[config.mk]
export PLATFORM = sky130hd
export DESIGN_NAME = stack_machine_executor
export DESIGN_NICKNAME = d
export VERILOG_FILES = /design/src/rtl/core/smx_pkg.sv /design/src/rtl/core/smx_ram.sv /design/src/rtl/core/smx_front.sv /design/src/rtl/core/smx_div.sv /design/src/rtl/core/smx_back.sv /design/src/rtl/core/stack_machine_executor.sv
export SDC_FILE = /design/constraint.sdc
export NUM_CORES = 2
export LEC_CHECK = 0
export BUFFER_PORTS_ARGS = -buffer_cell sky130_fd_sc_hd__buf_4
export CAP_MARGIN = 20
export CORE_UTILIZATION = 35
export CTS_CLUSTER_SIZE = 28
export DETAILED_ROUTE_END_ITERATION = 10
export GPL_TIMING_DRIVEN = 0
export PLACE_DENSITY = 0.58
export SLEW_MARGIN = 20
export SYNTH_ARGS = -nofsm -noshare
export SYNTH_HDL_FRONTEND = slang
export SYNTH_HIERARCHICAL = 1
export SYNTH_SLANG_ARGS = --single-unit
[constraint.sdc]
create_clock -name aclk -period 8.7 [get_ports aclk]
set_clock_uncertainty 0.15 [all_clocks]
set_input_delay 0 -clock aclk [delete_from_list [all_inputs] [get_ports aclk]]
set_output_delay 0 -clock aclk [all_outputs]
set_load 0.02 [all_outputs]
[src/rtl/core/smx_pkg.sv]
// Shared types, constants and codes for the stack machine executor.
// Depends on nothing; every other file in rtl/core but smx_ram imports it.
package smx_pkg;

    // Stack geometry.
    localparam int STACK_DEPTH = 16;
    localparam int SP_W        = $clog2(STACK_DEPTH + 1);
    localparam int ADDR_W      = $clog2(STACK_DEPTH);

    // Field widths of the two channels.
    localparam int DATA_W   = 32;
    localparam int MODE_W   = 3;
    localparam int DEPTH_W  = 5;
    localparam int STATUS_W = 2;

    // Instruction queue between the front and the back.
    localparam int QUEUE_DEPTH = 4;
    localparam int QPTR_W      = $clog2(QUEUE_DEPTH);

    // Instruction codes on the input channel.
    localparam logic [MODE_W-1:0] LDC = 3'd0;
    localparam logic [MODE_W-1:0] ADD = 3'd1;
    localparam logic [MODE_W-1:0] SUB = 3'd2;
    localparam logic [MODE_W-1:0] MUL = 3'd3;
    localparam logic [MODE_W-1:0] DIV = 3'd4;

    // Result status codes.
    typedef enum logic [STATUS_W-1:0] {
        ST_OK        = 2'd0,
        ST_UNDERFLOW = 2'd1,
        ST_OVERFLOW  = 2'd2,
        ST_DIVZERO   = 2'd3
    } status_t;

    // Instruction class as decided by the front.
    typedef enum logic [2:0] {
        OPK_LOAD,
        OPK_ADD,
        OPK_SUB,
        OPK_MUL,
        OPK_DIV,
        OPK_NOP
    } op_kind_t;

    // One queued instruction.
    typedef struct packed {
        op_kind_t           kind;
        logic [DATA_W-1:0]  immediate;
    } q_item_t;

    // Back end sequencer states.
    typedef enum logic [1:0] {
        BK_IDLE,
        BK_OPER,
        BK_DIV
    } back_state_t;

    // Request from the back end to the divider.
    typedef struct packed {
        logic               start;
        logic [DATA_W-1:0]  left;
        logic [DATA_W-1:0]  right;
    } div_req_t;

    // Answer from the divider.
    typedef struct packed {
        logic               done;
        logic [DATA_W-1:0]  quotient;
    } div_rsp_t;

endpackage

[src/rtl/core/smx_ram.sv]
// Generic single-port-write, single-port-read RAM with a registered read.
// Standalone; no package dependency.
module smx_ram #(
    parameter int WIDTH = 32,
    parameter int DEPTH = 16
) (
    input  logic                     aclk,
    input  logic                     wr_en,
    input  logic [$clog2(DEPTH)-1:0] wr_addr,
    input  logic [WIDTH-1:0]         wr_data,
    input  logic                     rd_en,
    input  logic [$clog2(DEPTH)-1:0] rd_addr,
    output logic [WIDTH-1:0]         rd_data
);

    logic [WIDTH-1:0] mem [DEPTH];

    // Write port.
    always_ff @(posedge aclk) begin
        if (wr_en) begin
            mem[wr_addr] <= wr_data;
        end
    end

    // Registered read port.
    always_ff @(posedge aclk) begin
        if (rd_en) begin
            rd_data <= mem[rd_addr];
        end
    end

endmodule

[src/rtl/core/smx_front.sv]
// Front end: accepts input transactions, classifies the instruction and
// holds it in a short queue for the back end. Depends on smx_pkg.
module smx_front (
    input  logic                         aclk,
    input  logic                         aresetn,
    input  logic                         s_valid,
    output logic                         s_ready,
    input  logic [smx_pkg::MODE_W-1:0]   s_mode,
    input  logic signed [smx_pkg::DATA_W-1:0] s_immediate,
    output logic                         q_valid,
    input  logic                         q_pop,
    output smx_pkg::q_item_t             q_item
);
    import smx_pkg::*;

    q_item_t             fifo_mem [QUEUE_DEPTH];
    logic [QPTR_W-1:0]   wr_ptr_reg, wr_ptr_next;
    logic [QPTR_W-1:0]   rd_ptr_reg, rd_ptr_next;
    logic [QPTR_W:0]     count_reg, count_next;
    op_kind_t            kind;
    logic                push;
    logic                pop;

    // Classify the instruction code; unused codes do nothing.
    always_comb begin
        case (s_mode)
            LDC:     kind = OPK_LOAD;
            ADD:     kind = OPK_ADD;
            SUB:     kind = OPK_SUB;
            MUL:     kind = OPK_MUL;
            DIV:     kind = OPK_DIV;
            default: kind = OPK_NOP;
        endcase
    end

    assign s_ready = (count_reg != (QPTR_W+1)'(QUEUE_DEPTH));
    assign q_valid = (count_reg != '0);
    assign push    = s_valid && s_ready;
    assign pop     = q_pop && q_valid;
    assign q_item  = fifo_mem[rd_ptr_reg];

    // Queue pointer and fill count update.
    always_comb begin
        wr_ptr_next = push ? wr_ptr_reg + 1'b1 : wr_ptr_reg;
        rd_ptr_next = pop ? rd_ptr_reg + 1'b1 : rd_ptr_reg;
        count_next  = count_reg;
        if (push && !pop) begin
            count_next = count_reg + 1'b1;
        end else if (pop && !push) begin
            count_next = count_reg - 1'b1;
        end
    end

    always_ff @(posedge aclk) begin
        if (!aresetn) begin
            wr_ptr_reg <= '0;
            rd_ptr_reg <= '0;
            count_reg  <= '0;
        end else begin
            wr_ptr_reg <= wr_ptr_next;
            rd_ptr_reg <= rd_ptr_next;
            count_reg  <= count_next;
        end
    end

    // Queue storage; payload needs no reset.
    always_ff @(posedge aclk) begin
        if (push) begin
            fifo_mem[wr_ptr_reg] <= '{kind: kind, immediate: s_immediate};
        end
    end

endmodule

[src/rtl/core/smx_div.sv]
// Iterative signed divider, truncating toward zero, one quotient bit per
// cycle over magnitudes with a final sign fix. Depends on smx_pkg.
module smx_div (
    input  logic              aclk,
    input  logic              aresetn,
    input  smx_pkg::div_req_t req,
    output smx_pkg::div_rsp_t rsp
);
    import smx_pkg::*;

    localparam int CNT_W = $clog2(DATA_W);

    logic                busy_reg;
    logic                done_reg;
    logic [CNT_W-1:0]    count_reg;
    logic                neg_reg;
    logic [DATA_W-1:0]   rem_reg;
    logic [DATA_W-1:0]   quo_reg;
    logic [DATA_W-1:0]   div_reg;
    logic [DATA_W:0]     trial;

    // Trial subtraction of the divisor from the shifted partial remainder.
    assign trial = {rem_reg, quo_reg[DATA_W-1]} - {1'b0, div_reg};

    assign rsp.done     = done_reg;
    assign rsp.quotient = neg_reg ? (DATA_W'(0) - quo_reg) : quo_reg;

    // Control: busy flag, step counter and the completion pulse.
    always_ff @(posedge aclk) begin
        if (!aresetn) begin
            busy_reg  <= 1'b0;
            done_reg  <= 1'b0;
            count_reg <= '0;
        end else begin
            done_reg <= 1'b0;
            if (req.start) begin
                busy_reg  <= 1'b1;
                count_reg <= CNT_W'(DATA_W - 1);
            end else if (busy_reg) begin
                count_reg <= count_reg - 1'b1;
                if (count_reg == '0) begin
                    busy_reg <= 1'b0;
                    done_reg <= 1'b1;
                end
            end
        end
    end

    // Datapath: load magnitudes at start, then one restoring step a cycle.
    always_ff @(posedge aclk) begin
        if (req.start) begin
            neg_reg <= req.left[DATA_W-1] ^ req.right[DATA_W-1];
            quo_reg <= req.left[DATA_W-1] ? (DATA_W'(0) - req.left) : req.left;
            div_reg <= req.right[DATA_W-1] ? (DATA_W'(0) - req.right) : req.right;
            rem_reg <= '0;
        end else if (busy_reg) begin
            if (!trial[DATA_W]) begin
                rem_reg <= trial[DATA_W-1:0];
                quo_reg <= {quo_reg[DATA_W-2:0], 1'b1};
            end else begin
                rem_reg <= {rem_reg[DATA_W-2:0], quo_reg[DATA_W-1]};
                quo_reg <= {quo_reg[DATA_W-2:0], 1'b0};
            end
        end
    end

endmodule

[src/rtl/core/smx_back.sv]
// Back end: executes queued instructions against the stack and drives the
// result channel. Depends on smx_pkg, smx_ram and smx_div.
module smx_back (
    input  logic                           aclk,
    input  logic                           aresetn,
    input  logic                           q_valid,
    output logic                           q_pop,
    input  smx_pkg::q_item_t               q_item,
    output logic                           m_valid,
    input  logic                           m_ready,
    output logic signed [smx_pkg::DATA_W-1:0] m_top_value,
    output logic [smx_pkg::DEPTH_W-1:0]    m_depth,
    output logic [smx_pkg::STATUS_W-1:0]   m_status
);
    import smx_pkg::*;

    // The top entry lives in top_reg; the RAM holds the entries beneath it.
    back_state_t         state_reg, state_next;
    logic [SP_W-1:0]     sp_reg, sp_next;
    logic [DATA_W-1:0]   top_reg, top_next;
    op_kind_t            kind_reg, kind_next;

    logic                m_valid_reg;
    logic [DATA_W-1:0]   out_top_reg;
    logic [DEPTH_W-1:0]  out_depth_reg;
    status_t             out_status_reg;

    logic                out_load;
    logic [DATA_W-1:0]   out_top_next;
    logic [SP_W-1:0]     out_sp_next;
    status_t             out_status_next;

    logic                ram_wr_en;
    logic [ADDR_W-1:0]   ram_wr_addr;
    logic                ram_rd_en;
    logic [ADDR_W-1:0]   ram_rd_addr;
    logic [DATA_W-1:0]   ram_rd_data;
    logic [SP_W-1:0]     sp_minus1;
    logic [SP_W-1:0]     sp_minus2;

    div_req_t            dreq;
    div_rsp_t            drsp;
    logic                out_free;
    logic [DATA_W-1:0]   left;
    logic [DATA_W-1:0]   right;

    smx_ram #(
        .WIDTH (DATA_W),
        .DEPTH (STACK_DEPTH)
    ) u_stack (
        .aclk    (aclk),
        .wr_en   (ram_wr_en),
        .wr_addr (ram_wr_addr),
        .wr_data (top_reg),
        .rd_en   (ram_rd_en),
        .rd_addr (ram_rd_addr),
        .rd_data (ram_rd_data)
    );

    smx_div u_div (
        .aclk    (aclk),
        .aresetn (aresetn),
        .req     (dreq),
        .rsp     (drsp)
    );

    assign out_free  = !m_valid_reg || m_ready;
    assign sp_minus1 = sp_reg - SP_W'(1);
    assign sp_minus2 = sp_reg - SP_W'(2);
    assign left      = ram_rd_data;
    assign right     = top_reg;

    assign ram_wr_addr = sp_minus1[ADDR_W-1:0];
    assign ram_rd_addr = sp_minus2[ADDR_W-1:0];

    // Sequencer: next state, stack update, RAM and divider control.
    always_comb begin
        state_next      = state_reg;
        sp_next         = sp_reg;
        top_next        = top_reg;
        kind_next       = kind_reg;
        q_pop           = 1'b0;
        ram_wr_en       = 1'b0;
        ram_rd_en       = 1'b0;
        dreq.start      = 1'b0;
        dreq.left       = left;
        dreq.right      = right;
        out_load        = 1'b0;
        out_top_next    = top_reg;
        out_sp_next     = sp_reg;
        out_status_next = ST_OK;

        case (state_reg)
            BK_IDLE: begin
                if (q_valid && out_free) begin
                    q_pop = 1'b1;
                    case (q_item.kind)
                        OPK_LOAD: begin
                            out_load = 1'b1;
                            if (sp_reg == SP_W'(STACK_DEPTH)) begin
                                out_status_next = ST_OVERFLOW;
                            end else begin
                                // Spill the old top below the new one.
                                ram_wr_en    = (sp_reg != '0);
                                top_next     = q_item.immediate;
                                sp_next      = sp_reg + SP_W'(1);
                                out_top_next = q_item.immediate;
                                out_sp_next  = sp_reg + SP_W'(1);
                            end
                        end
                        OPK_ADD, OPK_SUB, OPK_MUL, OPK_DIV: begin
                            if (sp_reg < SP_W'(2)) begin
                                out_load        = 1'b1;
                                out_status_next = ST_UNDERFLOW;
                            end else begin
                                // Fetch the entry below the top.
                                ram_rd_en  = 1'b1;
                                kind_next  = q_item.kind;
                                state_next = BK_OPER;
                            end
                        end
                        default: begin
                            out_load = 1'b1;
                        end
                    endcase
                end
            end

            BK_OPER: begin
                case (kind_reg)
                    OPK_ADD: begin
                        out_load     = 1'b1;
                        top_next     = left + right;
                        sp_next      = sp_minus1;
                        out_top_next = left + right;
                        out_sp_next  = sp_minus1;
                        state_next   = BK_IDLE;
                    end
                    OPK_SUB: begin
                        out_load     = 1'b1;
                        top_next     = left - right;
                        sp_next      = sp_minus1;
                        out_top_next = left - right;
                        out_sp_next  = sp_minus1;
                        state_next   = BK_IDLE;
                    end
                    OPK_MUL: begin
                        out_load     = 1'b1;
                        top_next     = left * right;
                        sp_next      = sp_minus1;
                        out_top_next = left * right;
                        out_sp_next  = sp_minus1;
                        state_next   = BK_IDLE;
                    end
                    default: begin
                        // Divide: a zero divisor leaves the stack alone.
                        if (right == '0) begin
                            out_load        = 1'b1;
                            out_status_next = ST_DIVZERO;
                            state_next      = BK_IDLE;
                        end else begin
                            dreq.start = 1'b1;
                            state_next = BK_DIV;
                        end
                    end
                endcase
            end

            BK_DIV: begin
                if (drsp.done) begin
                    out_load     = 1'b1;
                    top_next     = drsp.quotient;
                    sp_next      = sp_minus1;
                    out_top_next = drsp.quotient;
                    out_sp_next  = sp_minus1;
                    state_next   = BK_IDLE;
                end
            end

            default: begin
                state_next = BK_IDLE;
            end
        endcase
    end

    // Control state.
    always_ff @(posedge aclk) begin
        if (!aresetn) begin
            state_reg   <= BK_IDLE;
            sp_reg      <= '0;
            m_valid_reg <= 1'b0;
        end else begin
            state_reg <= state_next;
            sp_reg    <= sp_next;
            if (out_load) begin
                m_valid_reg <= 1'b1;
            end else if (m_ready) begin
                m_valid_reg <= 1'b0;
            end
        end
    end

    // Payload registers: top of stack, operation and the result register.
    always_ff @(posedge aclk) begin
        top_reg  <= top_next;
        kind_reg <= kind_next;
        if (out_load) begin
            out_top_reg    <= (out_sp_next == '0) ? '0 : out_top_next;
            out_depth_reg  <= DEPTH_W'(out_sp_next);
            out_status_reg <= out_status_next;
        end
    end

    assign m_valid     = m_valid_reg;
    assign m_top_value = out_top_reg;
    assign m_depth     = out_depth_reg;
    assign m_status    = out_status_reg;

endmodule

[src/rtl/core/stack_machine_executor.sv]
// Top level of the stack machine executor: front end queue and back end.
// Depends on smx_pkg, smx_front and smx_back.
//
//   Channel   Direction  Handshake          Payload
//   s_        in         s_valid/s_ready    s_mode, s_immediate
//   m_        out        m_valid/m_ready    m_top_value, m_depth, m_status
//
// The front end takes a transaction in any cycle its four-entry queue has room.
// In the back end a load, an unused code or a fault found at issue finishes at
// issue; add, subtract and multiply first read the entry below the top from the
// stack RAM, then compute; divide reads it too, then waits for the bit-serial
// divider. Reset empties the stack and the queue.
// A stalled result channel holds the back end; the queue keeps filling.
module stack_machine_executor (
    input  logic                               aclk,
    input  logic                               aresetn,
    input  logic                               s_valid,
    output logic                               s_ready,
    input  logic [smx_pkg::MODE_W-1:0]         s_mode,
    input  logic signed [smx_pkg::DATA_W-1:0]  s_immediate,
    output logic                               m_valid,
    input  logic                               m_ready,
    output logic signed [smx_pkg::DATA_W-1:0]  m_top_value,
    output logic [smx_pkg::DEPTH_W-1:0]        m_depth,
    output logic [smx_pkg::STATUS_W-1:0]       m_status
);
    import smx_pkg::*;

    logic    q_valid;
    logic    q_pop;
    q_item_t q_item;

    smx_front u_front (
        .aclk        (aclk),
        .aresetn     (aresetn),
        .s_valid     (s_valid),
        .s_ready     (s_ready),
        .s_mode      (s_mode),
        .s_immediate (s_immediate),
        .q_valid     (q_valid),
        .q_pop       (q_pop),
        .q_item      (q_item)
    );

    smx_back u_back (
        .aclk        (aclk),
        .aresetn     (aresetn),
        .q_valid     (q_valid),
        .q_pop       (q_pop),
        .q_item      (q_item),
        .m_valid     (m_valid),
        .m_ready     (m_ready),
        .m_top_value (m_top_value),
        .m_depth     (m_depth),
        .m_status    (m_status)
    );

endmodule

==> impl_metrics.tcl <==
set metrics [dict create \
    status "finished clean" \
    ioPinCount 80 \
    gr-usage-met1_pct 31.0 \
    tightest_slew_ns 1.17 \
    syn-num-nets 5195 \
    grt_max_degree 36 \
    yosysWarnings 6 \
    hold_slack_ns 0.0703 \
    wirelength_um 188000 \
    synth_ff_type "edfxtp_1" \
    path_clk_slew_ns 0.07 \
    drv_cap 0 \
    cts_tree "done" \
    cp-endpoint "u_back/m_top_value[21]" \
    tns_ns 0 \
    num_vias 38400 \
    crit_arrival_ns 8.80 \
    reg_top3 "u_back/u_stack/mem: 512 flops, u_front/fifo_mem: 140 flops" \
    crit-reg2reg-launch "u_back/u_stack/rd_data[1]" \
    drive_gt1_share_pct 14.3 \
    synth_area_leaders "edfxtp_1, fa_1, mux4_2" \
    cp_max_fo 10 \
    startpoint_type "flip-flop" \
    fin_nets 5525 \
    reg2reg_slack_ns 0.18 \
    regArea_sq_um 25600 \
    rows 146 \
    cts_buffers 86 \
    cp.required_ns 8.98 \
    fp.dieW_um 402 \
    grtUsageMet2_pct 36.2 \
    ant_nets 0 \
    largest_register_ffs 512 \
    hold_viol_final 0 \
    synth_enable_flop_cells 791 \
    dieArea_sq_um 162000 \
    gr-total-overflow 0 \
    clock-sinks 879 \
    ctsHtreeMaxLevel 3 \
    slew_headroom_pct 21.9 \
    ys_types 103 \
    critPathKind "reg2reg" \
    wl_per_cell_um 26.7 \
    synthCells 4542 \
    hold_class "in2reg" \
    ys_seq_area_share_pct 45.6 \
    synth.avg_cell_area_sq_um 12.3 \
    start_util_pct 35.3 \
    clock_path_buffers 3 \
    rsz0062_at_grt "true" \
    drt-initial-drc-count 4204 \
    dpl_cell_area_sq_um 60200 \
    ys_async_sr_fraction_pct 0 \
    yosysTopAreaCellShare_pct 42.4 \
    place_congestion 0.973 \
    synthToLayoutAreaGrowth_pct 15.4 \
    grt_pass1_vias 38400 \
    root_buffer "clkbuf_16" \
    drt-vias-per-instance 5.46 \
    port_buffers 79 \
    multiInputGateArea_sq_um 27700 \
    largest_register "u_back/u_stack/mem" \
    antenna_found_initial 11 \
    fill_cells 15000 \
    crit_start "u_back/u_stack/rd_data[1]" \
    grt_util_all_layers_pct 23.0 \
    yosys.area.top_type "edfxtp_1" \
    clk_latency_ns 0.71 \
    slew_violations 0 \
    setup_viol_count_final 0 \
    grt_pass1_wl_um 270000 \
    chipHeight_um 402 \
    dr.pass1.iters 8 \
    syn-cell-area_sq_um 56000 \
    core_sq_um 159000 \
    stdcell_area_sq_um 64600 \
    cp-end-kind "flip-flop" \
    r2r-end "u_back/m_top_value[21]" \
    timing.final.crit_share_pct 97.9 \
    grtUsageMet3_pct 3.94 \
    grt_busiest_layer "met2" \
    dpl.hpwl_um 138000 \
    reg2reg_depth 24 \
    ys_ff_latch 879 \
    min_period_ns 8.52 \
    min-delay-start "aresetn" \
    drc 0 \
    max_freq_mhz 117 \
]
==> layout by cell type (no fill, tap or decap), drive strengths merged, types with 25 or more instances in the layout <==
master / n
edfxtp: 791
inv: 515
nand2: 432
fa: 411
and2: 347
buf: 264
clkbuf: 255
ha: 203
nor2: 185
xnor2: 165
mux4: 163
a21oi: 145
o21ai: 137
xor2: 96
dfxtp: 88
a22oi: 74
dlygate4sd3: 71
clkinv: 37
o31ai: 36
nor3: 36
nand3: 35
a21o: 33
nand2b: 27
or4: 25
==> critical path, cell delays in order, from the launching register on <==
cell and delay [ns]:
edfxtp_1 0.56, buf_6 0.31, clkbuf_4 0.37, nand2_1 0.12, fa_1 0.56, inv_1 0.07
fa_1 0.45, fa_1 0.54, inv_1 0.05, fa_1 0.53, inv_1 0.04, ha_1 0.28
ha_1 0.32, fa_1 0.54, inv_1 0.08, fa_1 0.56, inv_1 0.07, ha_1 0.29
or3_1 0.40, o311a_1 0.43, nor2_1 0.19, xor2_1 0.51, o221ai_1 0.26, a221o_1 0.38
and2_1 0.18
==> metal layers <==
metal / part of all wire, % / vias up
li1: - / 16600
met1: 41 / 19700
met4: 5.0 / 2
met5: 0.0059 / -
met2: 46 / 1747
met3: 8.2 / 368
==> how the worst min path moves through the flow <==
stage / end / cells after the start
finish: u_back/state_reg[1] / 3
detailed placement: u_front/fifo_mem[2][20] / 1
global placement: u_front/fifo_mem[2][8] / 1
CTS: u_front/fifo_mem[2][33] / 3
global route: u_front/fifo_mem[0][33] / 3
floorplan: u_front/fifo_mem[0][0] / 0
==> repair_timing <==
item,4_1_cts,5_1_grt
buffers inserted,36,30
pin swaps,0,1
hold buffers,71,0
hold endpoints to repair,164,0
setup endpoints to repair,41,15
cloned,0,0
gates resized for setup,110,86
==> Yosys cell counts (88+ instances only) <==
master / count
dfxtp_1: 88
inv_1: 512
o21ai_0: 132
xor2_1: 95
nand2_1: 430
and2_1: 347
ha_1: 203
a21oi_1: 145
clkbuf_1: 181
xnor2_1: 165
fa_1: 411
edfxtp_1: 791
mux4_2: 158
nor2_1: 185
==> per-stage QoR <==
stage / utilization, % / setup slack (ns) / instances
floorplan: - / 0.611 / 4542
global placement: 37.3 / -1.76 / 6693
CTS: 40.6 / 0.000816 / 6998
detailed placement: 38.0 / -1.60 / 6739
finish: 40.8 / 0.180 / 7021
global route: 40.8 / -0.0374 / 7016
==> cell families after synthesis <==
family | synth area share, %
muxes | 6.95
buffers and inverters | 5.28
DFF | 45.6
AOI/OAI and AO/OA | 7.78
xor gates and xnor gates | 4.13
and+or+nand+nor | 11.1
adders and majority gates | 19.2
==> cell type report <==
type	count	area share [%]
Sequential cell	879	39.6
Timing Repair Buffer	262	4.28
Inverter	512	2.97
Clock buffer	110	3.53
Buffer	218	1.77
Antenna cell	5	0.0194
Tap cell	2072	4.01
Clock inverter	50	0.886
Multi-Input combinational cell	2913	42.9
Power is not shown: default switching activity piles up to over one toggle a cycle in this logic, so the estimate is an artifact.
